--- src/rtl/uhl_pkg.sv ---
// Package for the unique handle list: sizes, codes and the item and chain types.
package uhl_pkg;

    localparam int DEPTH        = 16;
    localparam int HANDLE_WIDTH = 32;
    localparam int CNT_W        = $clog2(DEPTH + 1);
    localparam int CAP_W        = 5;
    localparam int CMP_W        = (CNT_W > CAP_W) ? CNT_W : CAP_W;

    localparam logic [1:0] CMD_ADD    = 2'd0;
    localparam logic [1:0] CMD_REMOVE = 2'd1;
    localparam logic [1:0] CMD_CLEAR  = 2'd2;
    localparam logic [1:0] CMD_READ   = 2'd3;

    localparam logic [2:0] STAT_OK       = 3'd0;
    localparam logic [2:0] STAT_PRESENT  = 3'd1;
    localparam logic [2:0] STAT_FULL     = 3'd2;
    localparam logic [2:0] STAT_ABSENT   = 3'd3;
    localparam logic [2:0] STAT_BADINDEX = 3'd4;

    typedef struct packed {
        logic [1:0]  cmd;
        logic [31:0] handle;
        logic [7:0]  position;
    } uhl_in_t;

    typedef struct packed {
        logic [2:0]  status;
        logic [31:0] read_handle;
        logic [4:0]  count;
    } uhl_out_t;

    // The probe that walks the chain, one cell per cycle.
    typedef struct packed {
        logic                    valid;
        logic [HANDLE_WIDTH-1:0] key;
        logic [CNT_W-1:0]        left;
        logic [7:0]              pos;
        logic                    hit;
        logic                    got;
        logic                    free_seen;
        logic [HANDLE_WIDTH-1:0] data;
    } uhl_probe_t;

    // Broadcast from the controller once the probe has left the last cell.
    typedef struct packed {
        logic                    append;
        logic                    shift;
        logic [HANDLE_WIDTH-1:0] key;
    } uhl_commit_t;

endpackage

--- src/rtl/unique_handle_list_core.sv ---
// Top level of the unique handle list: controller, capacity register and the chain of cells.
//
//  Channel   Handshake              Payload
//  -------   ---------------------  ---------------------------------
//  command   start high, busy low   command (cmd, handle, position)
//  result    done high, one cycle   result (status, read_handle, count)
//  config    cfg_we high            cfg_wdata (capacity)
//
// Every item sends a probe down the row of DEPTH cells, one cell per cycle, through the
// head register and each cell's register; the result strobe is registered from the last
// cell, and busy drops with it, so the next item can be accepted while it is shown.
// Reset clears the entry count and the controller and sets the capacity to 16; the
// entry storage itself is not cleared. The result is shown for exactly one cycle
// and the receiver cannot stall it; busy stays high while an item is in flight.
module unique_handle_list_core
    import uhl_pkg::*;
(
    input  logic             clk,
    input  logic             rst_n,
    input  logic             start,
    output logic             busy,
    input  uhl_in_t          command,
    output logic             done,
    output uhl_out_t         result,
    input  logic             cfg_we,
    input  logic [CAP_W-1:0] cfg_wdata
);

    localparam logic [1:0] S_IDLE  = 2'd0;
    localparam logic [1:0] S_PROBE = 2'd1;

    logic [1:0]       state_reg;
    logic [1:0]       state_next;
    logic [CNT_W-1:0] count_reg;
    logic [CNT_W-1:0] count_next;
    logic [CAP_W-1:0] capacity_reg;
    logic [1:0]       cmd_reg;
    logic             head_valid_reg;
    uhl_probe_t       head_reg;
    uhl_probe_t       head_probe;
    logic             done_reg;
    uhl_out_t         result_reg;
    uhl_out_t         result_next;
    uhl_commit_t      commit;
    logic             accept;
    logic             finish;
    logic [CMP_W-1:0] cap_eff;
    logic             list_full;

    uhl_probe_t              chain [DEPTH+1];
    logic [HANDLE_WIDTH-1:0] entries [DEPTH];

    assign accept = start && (state_reg == S_IDLE);
    assign busy   = (state_reg != S_IDLE);
    // The probe has passed every cell once the last one hands it back.
    assign finish = (state_reg == S_PROBE) && chain[DEPTH].valid;

    // A capacity above the row length is limited to the row length.
    assign cap_eff   = (CMP_W'(capacity_reg) > CMP_W'(DEPTH)) ? CMP_W'(DEPTH)
                                                               : CMP_W'(capacity_reg);
    assign list_full = (CMP_W'(count_reg) >= cap_eff);

    // The head of the chain: the probe launched by the accepted item.
    always_comb
    begin
        head_probe       = head_reg;
        head_probe.valid = head_valid_reg;
    end
    assign chain[0] = head_probe;

    genvar gi;
    generate
        for (gi = 0; gi < DEPTH; gi++)
        begin : g_cell
            uhl_cell u_cell (
                .clk        (clk),
                .rst_n      (rst_n),
                .probe_in   (chain[gi]),
                .probe_out  (chain[gi+1]),
                .commit     (commit),
                .next_entry ((gi == DEPTH - 1) ? entries[gi] : entries[(gi + 1) % DEPTH]),
                .entry      (entries[gi])
            );
        end
    endgenerate

    // Decide the outcome from what the probe collected on its way.
    always_comb
    begin
        commit.append = 1'b0;
        commit.shift  = 1'b0;
        commit.key    = chain[DEPTH].key;
        count_next    = count_reg;
        result_next.status      = STAT_OK;
        result_next.read_handle = 32'd0;
        case (cmd_reg)
            CMD_ADD:
            begin
                if (chain[DEPTH].hit)
                begin
                    result_next.status = STAT_PRESENT;
                end
                else if (list_full)
                begin
                    result_next.status = STAT_FULL;
                end
                else
                begin
                    commit.append = finish;
                    count_next    = count_reg + CNT_W'(1);
                end
            end
            CMD_REMOVE:
            begin
                if (chain[DEPTH].hit)
                begin
                    commit.shift = finish;
                    count_next   = count_reg - CNT_W'(1);
                end
                else
                begin
                    result_next.status = STAT_ABSENT;
                end
            end
            CMD_CLEAR:
            begin
                count_next = '0;
            end
            default:
            begin
                if (chain[DEPTH].got)
                begin
                    result_next.read_handle = 32'(chain[DEPTH].data);
                end
                else
                begin
                    result_next.status = STAT_BADINDEX;
                end
            end
        endcase
        result_next.count = 5'(count_next);
    end

    always_comb
    begin
        state_next = state_reg;
        unique case (state_reg)
            S_IDLE:
            begin
                if (accept)
                begin
                    state_next = S_PROBE;
                end
            end
            S_PROBE:
            begin
                if (finish)
                begin
                    state_next = S_IDLE;
                end
            end
            default:
            begin
                state_next = S_IDLE;
            end
        endcase
    end

    always_ff @(posedge clk or negedge rst_n)
    begin
        if (!rst_n)
        begin
            state_reg      <= S_IDLE;
            count_reg      <= '0;
            capacity_reg   <= CAP_W'(16);
            head_valid_reg <= 1'b0;
            done_reg       <= 1'b0;
        end
        else
        begin
            state_reg      <= state_next;
            head_valid_reg <= accept;
            done_reg       <= finish;
            if (cfg_we)
            begin
                capacity_reg <= cfg_wdata;
            end
            if (finish)
            begin
                count_reg <= count_next;
            end
        end
    end

    // Payload registers carry no reset.
    always_ff @(posedge clk)
    begin
        if (accept)
        begin
            cmd_reg            <= command.cmd;
            head_reg.key       <= HANDLE_WIDTH'(command.handle);
            head_reg.left      <= count_reg;
            head_reg.pos       <= command.position;
            head_reg.hit       <= 1'b0;
            head_reg.got       <= 1'b0;
            head_reg.free_seen <= 1'b0;
            head_reg.data      <= '0;
            head_reg.valid     <= 1'b1;
        end
        if (finish)
        begin
            result_reg <= result_next;
        end
    end

    assign done   = done_reg;
    assign result = result_reg;

endmodule

--- src/rtl/uhl_cell.sv ---
// One list cell: holds one entry, inspects the passing probe and takes part in appends and shifts.
module uhl_cell
    import uhl_pkg::*;
(
    input  logic                    clk,
    input  logic                    rst_n,
    input  uhl_probe_t              probe_in,
    output uhl_probe_t              probe_out,
    input  uhl_commit_t             commit,
    input  logic [HANDLE_WIDTH-1:0] next_entry,
    output logic [HANDLE_WIDTH-1:0] entry
);

    logic [HANDLE_WIDTH-1:0] entry_reg;
    logic                    tail_reg;
    logic                    shift_reg;
    logic                    probe_valid_reg;
    uhl_probe_t              probe_reg;
    uhl_probe_t              probe_next;
    logic                    occupied;
    logic                    match;
    logic                    is_tail;
    logic                    is_target;

    // The cell is occupied while the remaining count seen by the probe is nonzero.
    assign occupied  = (probe_in.left != '0);
    assign match     = occupied && (entry_reg == probe_in.key);
    assign is_tail   = !occupied && !probe_in.free_seen;
    assign is_target = occupied && !probe_in.got && (probe_in.pos == 8'd0);

    always_comb
    begin
        probe_next           = probe_in;
        probe_next.hit       = probe_in.hit | match;
        probe_next.free_seen = probe_in.free_seen | !occupied;
        probe_next.left      = occupied ? (probe_in.left - CNT_W'(1)) : probe_in.left;
        probe_next.pos       = (probe_in.pos != 8'd0) ? (probe_in.pos - 8'd1) : probe_in.pos;
        if (is_target)
        begin
            probe_next.got  = 1'b1;
            probe_next.data = entry_reg;
        end
    end

    always_ff @(posedge clk or negedge rst_n)
    begin
        if (!rst_n)
        begin
            probe_valid_reg <= 1'b0;
            tail_reg        <= 1'b0;
            shift_reg       <= 1'b0;
        end
        else
        begin
            probe_valid_reg <= probe_in.valid;
            if (probe_in.valid)
            begin
                tail_reg  <= is_tail;
                shift_reg <= probe_in.hit | match;
            end
        end
    end

    always_ff @(posedge clk)
    begin
        if (probe_in.valid)
        begin
            probe_reg <= probe_next;
        end
        if (commit.append && tail_reg)
        begin
            entry_reg <= commit.key;
        end
        else if (commit.shift && shift_reg)
        begin
            entry_reg <= next_entry;
        end
    end

    always_comb
    begin
        probe_out       = probe_reg;
        probe_out.valid = probe_valid_reg;
    end

    assign entry = entry_reg;

endmodule

--- config.mk ---
export PLATFORM = sky130hd
export DESIGN_NAME = unique_handle_list_core
export DESIGN_NICKNAME = d
export VERILOG_FILES = /design/src/rtl/uhl_pkg.sv /design/src/rtl/unique_handle_list_core.sv /design/src/rtl/uhl_cell.sv
export SDC_FILE = /design/constraint.sdc
export NUM_CORES = 2
export LEC_CHECK = 0
export ABC_AREA = 1
export BUFFER_PORTS_ARGS = -buffer_cell sky130_fd_sc_hd__buf_2
export CORE_MARGIN = 2
export CORE_UTILIZATION = 59
export CTS_BUF_LIST = sky130_fd_sc_hd__clkbuf_4
export DETAILED_ROUTE_END_ITERATION = 16
export PLACE_DENSITY_LB_ADDON = 0.12
export SYNTH_ARGS = -nofsm -noshare
export SYNTH_HDL_FRONTEND = slang
export SYNTH_HIERARCHICAL = 1
export SYNTH_SLANG_ARGS = --single-unit
export TNS_END_PERCENT = 10
--- constraint.sdc ---
create_clock -name clk -period 4.4 [get_ports clk]
set_input_delay 0.66 -clock clk [delete_from_list [all_inputs] [get_ports clk]]
set_output_delay 0.66 -clock clk [all_outputs]
set_load 0.01 [all_outputs]
==> summary.md <==
| Metric | Value |
|---|---|
| Netlist area before placement | `86200 um^2` |
| Kind of capture point of the worst setup path | `register` |
| Biggest fanout along the worst timing path | `32` |
| Final worst slack | `0.691 ns` |
| Post-Place Worst Slack | `around 0.82 ns` |
| Number of port buffers | `just over 90` |
| Share of the clock period used by the worst path | `0.843` |
| WL final | `approximately 210000 um` |
| Max-slew violations | `0` |
| Antenna violations before repair | `5` |
| DR pass1 iterations | `14` |
| CTS root buffer | `sky130_fd_sc_hd__clkbuf_4` |
| Number of warnings printed during yosys synthesis | `6` |
| Post-synthesis instance total | `6728` |
| Kind of critical path | `reg -> reg` |
| Global placer's final weighted congestion | `between 0.8 and 0.9` |
| Relative max-transition margin | `0.219` |
| All-layer global routing usage | `0.289` |
| Failing checks | `design-rule violations` |
| Area overhead of the layout relative to synthesis | `10.8%` |
| Maximum cell stage delay along the critical path | `about 0.50 ns` |
| Synthesized area per cell | `between 10 and 15 um^2` |
| Largest net degree at the start of global routing | `84` |
| Maximum clock frequency | `about 270 MHz` |
| Maximum vdd ir drop | `between 200 and 250 uV` |
| Number of clock sinks seen by CTS | `just under 2000` |
| Cell breakdown of the critical path | `inv_1 > ha_1 > inv_1 > nand2_1 > nand2_2 > nand3_2 > nor4_2 > buf_4 > buf_4 > nand2_1 > nand2_1 > buf_4` |
| Height of the die | `386 um` |
| Setup Viol. Count Final | `0` |
| Required time at the endpoint of the critical path | `5.32 ns` |
| Via Count | `approximately 52000` |
| Max-cap violations | `0` |
| Slew of the pin with the lowest slew margin | `approximately 1.2 ns` |
| CTS Hold Bufs | `100` |
| Number of flip-flops under the largest register name | `between 1000 and 1500` |
| Number of ports placed on the die boundary | `93` |
| Antenna-violating nets left | `0` |
| Layout filler cell count | `approximately 11000` |
| Number of buffers inserted to repair setup after CTS | `0` |
| CTS Buf Count | `~490` |
| Total die area | `about 150000 um^2` |
| Clock tree from TritonCTS | `built` |
| Buf/Inv on CP | `5` |
| Total negative slack | `0 ns` |
| GRT overflow | `0` |
| Lkg Pwr | `0.0373 uW` |
| Maximum buffer depth of the clock tree | `4` |
| Vias per cell | `~5.4` |
| Wire length of the first global-routing pass | `between 300000 and 400000 um` |
| Placed Area | `between 80000 and 90000 um^2` |
| CP top delay family | `buffers and inverters` |
| Total of cells resized after clock tree synthesis | `0` |
| Number of cell rows | `140` |
| Power per Cell Area | `approximately 370 nW/um^2` |
| Critical path startpoint category | `register` |
| CTS HTree Levels | `5` |
| Minimum clock period after layout | `between 3 and 4 ns` |
| Starting Density | `0.593` |
| Class of the most critical hold timing path | `in -> reg` |
| Die boundary width | `386 um` |
| Unrepaired setup endpoints after global routing | `false` |
| Number of failing hold endpoints at the final stage | `0` |
| Arr. time, crit path | `between 4 and 5 ns` |
| Clock latency on the worst-skew pair | `around 1.4 ns` |
| Outcome | `finished with violations` |
| Core area | `between 100000 and 150000 um^2` |
| Number of remaining DRC errors | `2` |
| Total number of nets in the final design | `7436` |
| Cell with the largest stage delay on the worst path | `sky130_fd_sc_hd__dfrtp_1` |
| Final worst clock skew | `roughly 0.088 ns` |
| Via count of the first global-routing pass | `between 50000 and 60000` |
| Fraction of layout instances using a drive strength above 1 | `0.257` |
| Clock-pin slew on the worst setup and hold paths | `0.07 ns` |
| Average detailed-routed wire length per instance | `between 20 and 25 um` |
| Post-route cell area | `95500 um^2` |
| Half-perimeter wire length after detailed placement | `between 100000 and 150000 um` |
| Initial drt markers | `~4600` |
## per-stage QoR
step | util | cells | hold WS (ns) | power (uW)
after detailed placement | 0.608 | 8669 | 0.420 | 21300
after floorplan | - | 6763 | 0.364 | 21100
final | 0.657 | 9645 | 0.197 | 35700
after global placement | 0.608 | 8669 | 0.428 | 21300
after global routing | 0.657 | 9643 | 0.131 | 37000
after CTS | 0.657 | 9636 | 0.0623 | 36000
## routing by layer
layer  part of all wire  GRT usage
met5                  0          0
met4              0.047      0.141
met2               0.51      0.497
met1               0.38      0.351
met3              0.066     0.0531
## final timing paths
path | start | endpoint | slack (ns) | cells past startpoint
max | count_reg[0] | g_cell[4].u_cell/entry[14] | 0.69 | 12
max in group asynchronous | rst_n | g_cell[8].u_cell/probe_valid_reg | 3.51 | 4
min reg2reg | g_cell[14].u_cell/probe_out[32] | g_cell[15].u_cell/tail_reg | 0.43 | 1
max reg2reg | count_reg[0] | g_cell[4].u_cell/entry[14] | 0.69 | 12
min | start | state_reg[0] | 0.20 | 4
min in group asynchronous | rst_n | g_cell[14].u_cell/shift_reg | 0.51 | 4
## final cells by class
| cell class | instances | area, um^2 | area share |
|---|---|---|---|
| Clock inverter | 139 | 556 | 0.00582 |
| Clock buffer | 728 | 5470 | 0.0572 |
| Sequential cell | 1926 | 57600 | 0.603 |
| Tap cell | 1917 | 2400 | 0.0251 |
| Inverter | 839 | 3150 | 0.0330 |
| Antenna cell | 9 | 22.5 | 0.000236 |
| Timing Repair Buffer | 271 | 2110 | 0.0221 |
| Multi-Input combinational cell | 3816 | 24200 | 0.253 |
## power by group
group / switching (uW) / internal [uW]
Clock: 7220 / 7530
Combinational: 332 / 260
Sequential: 225 / 20200
Total: 7780 / 27900
## worst reg2reg max path, stage by stage (launching register included)
cell and delay (ns):
sky130_fd_sc_hd__dfrtp_1 0.50, sky130_fd_sc_hd__inv_1 0.16, sky130_fd_sc_hd__ha_1 0.31, sky130_fd_sc_hd__inv_1 0.05, sky130_fd_sc_hd__nand2_1 0.06, sky130_fd_sc_hd__nand2_2 0.11, sky130_fd_sc_hd__nand3_2 0.16, sky130_fd_sc_hd__nor4_2 0.18
sky130_fd_sc_hd__buf_4 0.44, sky130_fd_sc_hd__buf_4 0.32, sky130_fd_sc_hd__nand2_1 0.41, sky130_fd_sc_hd__nand2_1 0.18, sky130_fd_sc_hd__buf_4 0.42
## cells in the final DEF, fill, tap and decap left out, types with 5 or more instances in the layout
master	n
sky130_fd_sc_hd__clkbuf_4	728
sky130_fd_sc_hd__nor2_1	333
sky130_fd_sc_hd__nand3_4	16
sky130_fd_sc_hd__nand3b_1	10
sky130_fd_sc_hd__dfrtp_4	15
sky130_fd_sc_hd__or2_4	16
sky130_fd_sc_hd__dfrtp_1	44
sky130_fd_sc_hd__buf_2	91
sky130_fd_sc_hd__clkinv_2	27
sky130_fd_sc_hd__nand3_2	13
sky130_fd_sc_hd__mux2_2	515
sky130_fd_sc_hd__buf_4	77
sky130_fd_sc_hd__a21oi_1	100
sky130_fd_sc_hd__nand2_4	5
sky130_fd_sc_hd__inv_1	836
sky130_fd_sc_hd__nor3_1	10
sky130_fd_sc_hd__dlygate4sd3_1	99
sky130_fd_sc_hd__nand3_1	216
sky130_fd_sc_hd__diode_2	9
sky130_fd_sc_hd__o21ai_1	99
sky130_fd_sc_hd__nor2_8	16
sky130_fd_sc_hd__o31ai_1	16
sky130_fd_sc_hd__nand2_1	1383
sky130_fd_sc_hd__edfxtp_1	1865
sky130_fd_sc_hd__nor4_1	5
sky130_fd_sc_hd__conb_1	36
sky130_fd_sc_hd__or3_1	5
sky130_fd_sc_hd__or2_2	88
sky130_fd_sc_hd__clkinv_1	111
sky130_fd_sc_hd__o21ai_2	324
sky130_fd_sc_hd__xor2_1	67
sky130_fd_sc_hd__nor3_2	13
sky130_fd_sc_hd__ha_1	39
sky130_fd_sc_hd__xnor2_1	338
sky130_fd_sc_hd__nand2_2	22
sky130_fd_sc_hd__nand4_1	41
sky130_fd_sc_hd__o21ai_0	72
sky130_fd_sc_hd__nor3b_4	5
(Power assumes the default switching activity.)
